### config.mk
export PLATFORM = sky130hd
export DESIGN_NAME = timeout_event_table
export DESIGN_NICKNAME = d
export VERILOG_FILES = /design/src/tet_pkg.sv /design/src/tet_dp.sv /design/src/tet_ctrl.sv /design/src/timeout_event_table.sv
export SDC_FILE = /design/constraint.sdc
export NUM_CORES = 2
export LEC_CHECK = 0
export BUFFER_PORTS_ARGS = -buffer_cell sky130_fd_sc_hd__buf_2
export CORE_ASPECT_RATIO = 0.75
export CORE_UTILIZATION = 65
export DETAILED_ROUTE_END_ITERATION = 10
export PLACE_DENSITY = 0.82
export REMOVE_ABC_BUFFERS = 1
export SYNTH_ARGS = -nofsm -noshare
export SYNTH_HDL_FRONTEND = slang
export SYNTH_SLANG_ARGS = --single-unit
### constraint.sdc
create_clock -name clk -period 12 [get_ports clk]
set_input_delay 1.2 -clock clk [delete_from_list [all_inputs] [get_ports clk]]
set_output_delay 1.2 -clock clk [all_outputs]
set_load 0.02 [all_outputs]
### src/tet_pkg.sv
// shared types, codes and sizes for the timeout event table
package tet_pkg;

    localparam int TABLE_SLOTS = 16;
    localparam int SLOT_W      = (TABLE_SLOTS > 1) ? $clog2(TABLE_SLOTS) : 1;

    // request codes
    localparam logic [1:0] REQ_ADD    = 2'd0;
    localparam logic [1:0] REQ_CANCEL = 2'd1;
    localparam logic [1:0] REQ_TICK   = 2'd2;
    localparam logic [1:0] REQ_POP    = 2'd3;

    // result kinds
    localparam logic [1:0] KIND_FIRED = 2'd0;
    localparam logic [1:0] KIND_DONE  = 2'd1;
    localparam logic [1:0] KIND_FULL  = 2'd2;

    // scan filters
    localparam logic [1:0] SCAN_USED = 2'd0;
    localparam logic [1:0] SCAN_ID   = 2'd1;
    localparam logic [1:0] SCAN_FIRE = 2'd2;

    typedef struct packed {
        logic [1:0]  req_type;
        logic [15:0] event_id;
        logic [31:0] owner_handle;
        logic [31:0] time_value;
        logic        skip_earliest;
    } req_item_t;

    typedef struct packed {
        logic [1:0]  result_kind;
        logic [15:0] fired_id;
        logic [31:0] fired_owner;
        logic        last_result;
    } rsp_item_t;

    typedef struct packed {
        logic       load_req;
        logic       scan_start;
        logic       scan_step;
        logic [1:0] scan_mode;
        logic       adv_step;
        logic       add_write;
        logic       clear_best;
        logic       set_except;
        logic       clear_except;
        logic       elapsed_from_best;
        logic       emit;
        logic [1:0] emit_kind;
    } dp_cmd_t;

    typedef struct packed {
        logic [1:0] req_type;
        logic       skip;
        logic       scan_last;
        logic       best_found;
        logic       free_avail;
        logic       out_free;
    } dp_status_t;

endpackage

### src/tet_dp.sv
// datapath: slot storage, scan and advance logic, result register
module tet_dp
    import tet_pkg::*;
(
    input  logic       clk,
    input  logic       rst_n,
    input  req_item_t  req,
    input  dp_cmd_t    cmd,
    output dp_status_t st,
    input  logic       rsp_ready,
    output logic       rsp_valid,
    output rsp_item_t  rsp
);

    // slot storage
    logic [TABLE_SLOTS-1:0] used_reg;
    logic [TABLE_SLOTS-1:0] fire_reg;
    logic [15:0]            id_reg    [TABLE_SLOTS];
    logic [31:0]            owner_reg [TABLE_SLOTS];
    logic [31:0]            rem_reg   [TABLE_SLOTS];

    // request and scan registers
    logic [1:0]        type_reg;
    logic [15:0]       req_id_reg;
    logic [31:0]       req_owner_reg;
    logic              skip_reg;
    logic [31:0]       elapsed_reg;
    logic [SLOT_W-1:0] idx_reg;
    logic [SLOT_W-1:0] best_reg;
    logic [31:0]       best_rem_reg;
    logic              best_found_reg;
    logic [SLOT_W-1:0] except_reg;
    logic              except_valid_reg;

    logic      rsp_valid_reg;
    rsp_item_t rsp_reg;

    logic [SLOT_W-1:0] free_idx;
    logic              free_avail;
    logic [SLOT_W-1:0] rd_addr;
    logic [15:0]       rd_id;
    logic [31:0]       rd_owner;
    logic [31:0]       rd_rem;
    logic              pass;
    logic              take;
    logic              adv_hit;
    logic              out_free;
    logic              emit_fired;

    // lowest free slot
    always_comb
    begin
        free_idx   = '0;
        free_avail = 1'b0;
        for (int i = TABLE_SLOTS - 1; i >= 0; i--)
        begin
            if (!used_reg[i])
            begin
                free_idx   = SLOT_W'(i);
                free_avail = 1'b1;
            end
        end
    end

    assign emit_fired = cmd.emit && (cmd.emit_kind == KIND_FIRED);
    assign rd_addr    = emit_fired ? best_reg : idx_reg;
    assign rd_id      = id_reg[rd_addr];
    assign rd_owner   = owner_reg[rd_addr];
    assign rd_rem     = rem_reg[rd_addr];

    always_comb
    begin
        unique case (cmd.scan_mode)
            SCAN_USED: pass = used_reg[idx_reg];
            SCAN_ID:   pass = used_reg[idx_reg] && (rd_id == req_id_reg);
            SCAN_FIRE: pass = fire_reg[idx_reg];
            default:   pass = 1'b0;
        endcase
    end

    // strict less keeps ties on the lower slot
    assign take     = pass && (!best_found_reg || (rd_rem < best_rem_reg));
    assign adv_hit  = used_reg[idx_reg] && !(except_valid_reg && (except_reg == idx_reg));
    assign out_free = !rsp_valid_reg || rsp_ready;

    always_ff @(posedge clk or negedge rst_n)
    begin
        if (!rst_n)
        begin
            used_reg <= '0;
            fire_reg <= '0;
        end
        else
        begin
            if (cmd.add_write && free_avail)
            begin
                used_reg[free_idx] <= 1'b1;
            end
            if (cmd.clear_best && best_found_reg)
            begin
                used_reg[best_reg] <= 1'b0;
                fire_reg[best_reg] <= 1'b0;
            end
            if (cmd.adv_step && adv_hit && (elapsed_reg >= rd_rem))
            begin
                fire_reg[idx_reg] <= 1'b1;
            end
        end
    end

    always_ff @(posedge clk)
    begin
        if (cmd.add_write && free_avail)
        begin
            id_reg[free_idx]    <= req_id_reg;
            owner_reg[free_idx] <= req_owner_reg;
            rem_reg[free_idx]   <= elapsed_reg;
        end
        if (cmd.adv_step && adv_hit && (elapsed_reg < rd_rem))
        begin
            rem_reg[idx_reg] <= rd_rem - elapsed_reg;
        end
    end

    // request capture and scan bookkeeping
    always_ff @(posedge clk)
    begin
        if (cmd.load_req)
        begin
            req_id_reg    <= req.event_id;
            req_owner_reg <= req.owner_handle;
            skip_reg      <= req.skip_earliest;
        end
        if (cmd.load_req)
        begin
            elapsed_reg <= req.time_value;
        end
        else if (cmd.elapsed_from_best)
        begin
            elapsed_reg <= best_rem_reg;
        end
        if (cmd.set_except)
        begin
            except_reg <= best_reg;
        end
        if (cmd.scan_step && take)
        begin
            best_reg     <= idx_reg;
            best_rem_reg <= rd_rem;
        end
    end

    always_ff @(posedge clk or negedge rst_n)
    begin
        if (!rst_n)
        begin
            type_reg         <= REQ_ADD;
            idx_reg          <= '0;
            best_found_reg   <= 1'b0;
            except_valid_reg <= 1'b0;
        end
        else
        begin
            if (cmd.load_req)
            begin
                type_reg <= req.req_type;
            end
            if (cmd.scan_start)
            begin
                idx_reg        <= '0;
                best_found_reg <= 1'b0;
            end
            else
            begin
                if (cmd.scan_step || cmd.adv_step)
                begin
                    idx_reg <= idx_reg + 1'b1;
                end
                if (cmd.scan_step && take)
                begin
                    best_found_reg <= 1'b1;
                end
            end
            if (cmd.clear_except)
            begin
                except_valid_reg <= 1'b0;
            end
            else if (cmd.set_except)
            begin
                except_valid_reg <= best_found_reg;
            end
        end
    end

    // result register
    always_ff @(posedge clk or negedge rst_n)
    begin
        if (!rst_n)
        begin
            rsp_valid_reg <= 1'b0;
        end
        else if (cmd.emit)
        begin
            rsp_valid_reg <= 1'b1;
        end
        else if (rsp_ready)
        begin
            rsp_valid_reg <= 1'b0;
        end
    end

    always_ff @(posedge clk)
    begin
        if (cmd.emit)
        begin
            rsp_reg.result_kind <= cmd.emit_kind;
            if (emit_fired)
            begin
                rsp_reg.fired_id    <= rd_id;
                rsp_reg.fired_owner <= rd_owner;
                rsp_reg.last_result <= 1'b0;
            end
            else
            begin
                rsp_reg.fired_id    <= '0;
                rsp_reg.fired_owner <= '0;
                rsp_reg.last_result <= 1'b1;
            end
        end
    end

    assign rsp_valid = rsp_valid_reg;
    assign rsp       = rsp_reg;

    assign st.req_type   = type_reg;
    assign st.skip       = skip_reg;
    assign st.scan_last  = (idx_reg == SLOT_W'(TABLE_SLOTS - 1));
    assign st.best_found = best_found_reg;
    assign st.free_avail = free_avail;
    assign st.out_free   = out_free;

    // a pending fire mark always sits on a live slot
    a_fire_on_used: assert property (@(posedge clk) disable iff (!rst_n)
        (fire_reg & ~used_reg) == '0)
        else $error("fire mark on a free slot");

    // a fired result comes from a found, live slot
    a_fired_live: assert property (@(posedge clk) disable iff (!rst_n)
        emit_fired |-> (best_found_reg && used_reg[best_reg]))
        else $error("fired result from an empty slot");

    // the final result of a request leaves no fire mark behind
    a_done_drained: assert property (@(posedge clk) disable iff (!rst_n)
        (cmd.emit && (cmd.emit_kind == KIND_DONE)) |-> (fire_reg == '0))
        else $error("request finished with expired entries left");

    // never overwrite a result that has not been taken
    a_emit_free: assert property (@(posedge clk) disable iff (!rst_n)
        cmd.emit |-> out_free)
        else $error("result register overrun");

endmodule

### src/tet_ctrl.sv
// controller: sequences add, cancel, tick and pop over the datapath
module tet_ctrl
    import tet_pkg::*;
(
    input  logic       clk,
    input  logic       rst_n,
    input  logic       req_valid,
    output logic       req_ready,
    input  dp_status_t st,
    output dp_cmd_t    cmd
);

    localparam logic [3:0] S_IDLE     = 4'd0;
    localparam logic [3:0] S_DISPATCH = 4'd1;
    localparam logic [3:0] S_ADD      = 4'd2;
    localparam logic [3:0] S_SCAN     = 4'd3;
    localparam logic [3:0] S_SCAN_END = 4'd4;
    localparam logic [3:0] S_ADV      = 4'd5;
    localparam logic [3:0] S_FSCAN    = 4'd6;
    localparam logic [3:0] S_FEMIT    = 4'd7;
    localparam logic [3:0] S_DONE     = 4'd8;

    logic [3:0] state_reg;
    logic [3:0] state_next;

    always_ff @(posedge clk or negedge rst_n)
    begin
        if (!rst_n)
        begin
            state_reg <= S_IDLE;
        end
        else
        begin
            state_reg <= state_next;
        end
    end

    assign req_ready = (state_reg == S_IDLE);

    always_comb
    begin
        state_next = state_reg;
        cmd        = '0;
        cmd.scan_mode = (st.req_type == REQ_CANCEL) ? SCAN_ID : SCAN_USED;
        cmd.emit_kind = KIND_DONE;

        unique case (state_reg)
            S_IDLE:
            begin
                if (req_valid)
                begin
                    cmd.load_req = 1'b1;
                    state_next   = S_DISPATCH;
                end
            end
            S_DISPATCH:
            begin
                cmd.scan_start   = 1'b1;
                cmd.clear_except = 1'b1;
                unique case (st.req_type)
                    REQ_ADD:    state_next = S_ADD;
                    REQ_CANCEL: state_next = S_SCAN;
                    REQ_TICK:   state_next = st.skip ? S_SCAN : S_ADV;
                    REQ_POP:    state_next = S_SCAN;
                    default:    state_next = S_DONE;
                endcase
            end
            S_ADD:
            begin
                if (st.out_free)
                begin
                    cmd.add_write = st.free_avail;
                    cmd.emit      = 1'b1;
                    cmd.emit_kind = st.free_avail ? KIND_DONE : KIND_FULL;
                    state_next    = S_IDLE;
                end
            end
            S_SCAN:
            begin
                cmd.scan_step = 1'b1;
                if (st.scan_last)
                begin
                    state_next = S_SCAN_END;
                end
            end
            S_SCAN_END:
            begin
                unique case (st.req_type)
                    REQ_CANCEL:
                    begin
                        cmd.clear_best = 1'b1;
                        state_next     = S_DONE;
                    end
                    REQ_TICK:
                    begin
                        cmd.set_except = 1'b1;
                        cmd.scan_start = 1'b1;
                        state_next     = S_ADV;
                    end
                    REQ_POP:
                    begin
                        if (st.best_found)
                        begin
                            cmd.clear_best        = 1'b1;
                            cmd.elapsed_from_best = 1'b1;
                            cmd.scan_start        = 1'b1;
                            state_next            = S_ADV;
                        end
                        else
                        begin
                            state_next = S_DONE;
                        end
                    end
                    default: state_next = S_DONE;
                endcase
            end
            S_ADV:
            begin
                cmd.adv_step = 1'b1;
                if (st.scan_last)
                begin
                    cmd.scan_start = 1'b1;
                    state_next     = S_FSCAN;
                end
            end
            S_FSCAN:
            begin
                cmd.scan_mode = SCAN_FIRE;
                cmd.scan_step = 1'b1;
                if (st.scan_last)
                begin
                    state_next = S_FEMIT;
                end
            end
            S_FEMIT:
            begin
                if (!st.best_found)
                begin
                    state_next = S_DONE;
                end
                else if (st.out_free)
                begin
                    cmd.emit       = 1'b1;
                    cmd.emit_kind  = KIND_FIRED;
                    cmd.clear_best = 1'b1;
                    cmd.scan_start = 1'b1;
                    state_next     = S_FSCAN;
                end
            end
            S_DONE:
            begin
                if (st.out_free)
                begin
                    cmd.emit   = 1'b1;
                    state_next = S_IDLE;
                end
            end
            default:
            begin
                state_next = S_IDLE;
            end
        endcase
    end

endmodule

### src/timeout_event_table.sv
// top level of the timeout event table
//
//   channel | signals                    | moves
//   --------+----------------------------+------------------------------------
//   req     | req_valid, req_ready, req  | one request item (add/cancel/tick/pop)
//   rsp     | rsp_valid, rsp_ready, rsp  | one result item, last_result on final
//
// one request is worked at a time; req_ready is high only while the controller idles
// add: dispatch, then write and result; cancel: a scan of all slots (one slot compared per cycle)
// tick: an advance pass over all slots, then one search over all slots for each next due
//   entry (one per fired entry plus the one that finds none), then the done result
// a skip tick or a pop first scans all slots for the head
// the final result waits in the result register while the next request is taken
// a stalled rsp channel holds the controller at its next emit; reset empties all slots
module timeout_event_table
    import tet_pkg::*;
(
    input  logic      clk,
    input  logic      rst_n,
    input  logic      req_valid,
    output logic      req_ready,
    input  req_item_t req,
    output logic      rsp_valid,
    input  logic      rsp_ready,
    output rsp_item_t rsp
);

    // command and status between controller and datapath
    dp_cmd_t    cmd;
    dp_status_t st;

    // sequencer for the four request kinds
    tet_ctrl u_ctrl (
        .clk       (clk),
        .rst_n     (rst_n),
        .req_valid (req_valid),
        .req_ready (req_ready),
        .st        (st),
        .cmd       (cmd)
    );

    // slot table, scan compare, advance subtract and result register
    tet_dp u_dp (
        .clk       (clk),
        .rst_n     (rst_n),
        .req       (req),
        .cmd       (cmd),
        .st        (st),
        .rsp_ready (rsp_ready),
        .rsp_valid (rsp_valid),
        .rsp       (rsp)
    );

endmodule
==> results_dict.tcl <==
set metrics [dict create \
    reg2reg_from "u_ctrl.state_reg[1]" \
    drv_slew 0 \
    startpoint "u_ctrl.state_reg[1]" \
    path_clk_slew_ns 0.06 \
    synthCells 4779 \
    regArea_um2 44730 \
    min_period_ns 8.706 \
    cts_tree "yes" \
    grt_pass1_wl_um 243700 \
    cp-end-kind "register" \
    ios 140 \
    num_vias 42500 \
    drc 0 \
    power_density_nw_per_um2 228.0 \
    fin_util_pct 72.31 \
    reg2reg_depth 24 \
    synth_top_area_share_pct 69.46 \
    grt_pass1_vias 40270 \
    peakVddDrop_mv 0.2447 \
    cts_sinks 1497 \
    core_area_um2 95520 \
    dpl_cell_area_um2 64900 \
    wire_per_inst_um 26.31 \
    crit_type "reg -> reg" \
    fin_ws_ns 3.294 \
    synth-seq-cells 1497 \
    crit_required_ns 12.42 \
    synth.distinct_cells 91 \
    setup_violations 0 \
    postCtsSetupBuffers 0 \
    fin_nets 5009 \
    regToRegSetupSlack_ns 3.29 \
    setup.worst_path.start_class "register" \
    rsz0062_at_grt "no" \
    cts-buffers-inserted 138 \
    drt-initial-drc-count 6946 \
    clk_latency_ns 0.78 \
    hpwlAfterDp_um 84250 \
    place_congestion 0.9360 \
    yosysSeqAreaShare_pct 71.25 \
    tightest_slew_ns 1.196 \
    status "finished clean" \
    synth_edf_count 1452 \
    dp_slack_ns 3.061 \
    wl_um 163300 \
    fin_skew_ns 0.02695 \
    crit_arrival_ns 9.13 \
    worstHoldPathType "reg -> reg" \
    cp-endpoint "u_dp.rem_reg[1][17]" \
    cts_resized 0 \
    grt_antenna_before_repair 4 \
    start_util_pct 65.72 \
    finalPower_w 0.01575 \
    synthArstFlopShare_pct 3.006 \
    hold_viol 0 \
    die_x_um 360.8 \
    p_leak_nw 24.15 \
    viasPerCell 6.844 \
    drive_gt1_share_pct 10.47 \
    ys_top_cells_by_area "edfxtp_1, nand2_1, a311oi_1, nand3_1, dfrtp_1" \
    htree_levels 4 \
    row_count 98 \
    critPathMaxFanout 72 \
    slew_headroom_pct 20.08 \
    grt-ovfl-total 0 \
    drv_cap 0 \
    cts.hold.buffers_added 0 \
    rr_endpoint "u_dp.rem_reg[1][17]" \
    final_cell_area_um2 69070 \
    clockBufferDepth 3 \
    syn-cell-area_um2 62770 \
    area_delta_synth_final_pct 10.03 \
    whs_ns 0.4909 \
    cts-root-buf "clkbuf_16" \
    postRouteAntennaNets 0 \
    ys_warn_count 0 \
    io_buffer_count 139 \
    dr.pass1.iters 9 \
    dieArea_um2 97830 \
    ys_dominant_reg_cell "edfxtp_1" \
    synth_top_area_cell "edfxtp_1" \
    die_y_um 271.1 \
    finalCritPeriodShare_pct 72.55 \
    grt_max_degree 203 \
    avgSynthCellArea_um2 13.14 \
    fmax_ghz 0.1149 \
    fillers 5794 \
    grtUsageTotal_pct 33.05 \
    multi_input_area_um2 16690 \
]
## layout make-up
type / count / share of cell area [%]
clock buffer: 174 / 5.241
tap: 1250 / 2.264
clock inverter: 68 / 0.7771
sequential: 1497 / 64.76
multi-input combinational: 2872 / 24.16
antenna: 3 / 0.01087
inverter: 103 / 0.5688
timing repair buffer: 242 / 2.217
## metal layers
| metal | wire length [µm] | global-route usage (%) | up-vias |
|---|---|---|---|
| met3 | 21980 | 7.624 | 463 |
| li1 | - | - | 18170 |
| met1 | 60680 | 46.91 | 20530 |
| met2 | 74850 | 49.78 | 3329 |
| met5 | 11 | 0 | - |
| met4 | 5811 | 14.12 | 2 |
## worst min-delay path by stage
| stage | to | slack, ns | depth (start not counted) | startpoint |
|---|---|---|---|---|
| 4_1_cts | u_dp.fire_reg[2] | 0.49 | 1 | u_dp.fire_reg[2] |
| 3_5_place_dp | u_dp.fire_reg[2] | 0.48 | 1 | u_dp.fire_reg[2] |
| 6_report | u_dp.fire_reg[2] | 0.49 | 1 | u_dp.fire_reg[2] |
| 3_3_place_gp | u_dp.fire_reg[1] | 0.47 | 1 | u_dp.fire_reg[1] |
| 5_1_grt | u_dp.fire_reg[8] | 0.50 | 1 | u_dp.fire_reg[8] |
| 2_1_floorplan | u_dp.fire_reg[3] | 0.46 | 2 | u_dp.fire_reg[3] |
## worst max-delay path, cell delays in order (launching register included)
cell,delay [ns]
dfrtp_1,0.70
and4b_1,0.62
buf_4,0.37
a31oi_1,0.24
buf_4,0.26
nor2_4,0.12
buf_4,0.70
nand2_1,0.12
a311oi_1,0.28
a21oi_1,0.07
o21ai_0,0.52
inv_1,0.12
ha_1,0.24
inv_1,0.08
fa_1,0.25
a211o_1,0.15
a21oi_1,0.09
a211o_1,0.28
a21boi_1,0.31
o21ai_0,0.25
o211ai_1,0.22
or3b_2,0.76
nor3_1,0.46
a21o_2,0.66
buf_4,0.44
## cells by family (layout without fill, tap and decap cells)
family / Yosys count / count (layout) / synth area share [%]
DFF: 1497 / 1497 / 71.25
other: 0 / 3 / 0
adders and majority gates: 68 / 68 / 1.367
buffers and inverters: 410 / 587 / 2.527
xor gates and xnor gates: 39 / 39 / 0.5442
muxes: 70 / 70 / 1.515
and+or+nand+nor: 1896 / 1896 / 13.29
AOI/OAI and AO/OA: 799 / 799 / 9.498
## placed cells by master (no fill, tap or decap), drive strengths merged, types with 26 or more instances in the layout
cell and count:
a2111oi 29, a211oi 71, a21o 33, a21oi 75, a311oi 204, a31oi 102, and3 173, buf 242
clkbuf 174, clkinv 55, dfrtp 45, edfxtp 1452, ha 67, inv 106, mux2i 41, nand2 1205
nand2b 31, nand3 295, nand4 26, nor2 83, o21ai 112
## report_power, final
| group | total, W | switching [W] | internal [W] |
|---|---|---|---|
| clock network | 0.00413 | 0.00191 | 0.00222 |
| logic | 0.00500 | 0.00345 | 0.00155 |
| registers | 0.00662 | 0.000253 | 0.00636 |
| total | 0.0157 | 0.00562 | 0.0101 |
## stage by stage
stage                     instances   TNS, ns
final                          6209         0
after global routing           6208         0
after CTS                      6206         0
after detailed placement       5964         0
after global placement         5964         0
after floorplan                4472  -6120.26
## synthesized netlist by cell type, types with 31 or more instances
| library cell | instances |
|---|---|
| edfxtp_1 | 1452 |
| nand2_1 | 1204 |
| nand3_1 | 295 |
| clkbuf_1 | 260 |
| a311oi_1 | 204 |
| and3_1 | 173 |
| o21ai_0 | 110 |
| a31oi_1 | 102 |
| inv_1 | 100 |
| nor2_1 | 82 |
| a21oi_1 | 75 |
| a211oi_1 | 70 |
| ha_1 | 67 |
| dfrtp_1 | 45 |
| mux2i_1 | 41 |
| a21o_1 | 33 |
| nand2b_1 | 31 |
No activity file was read; power rests on OpenSTA's default activity.
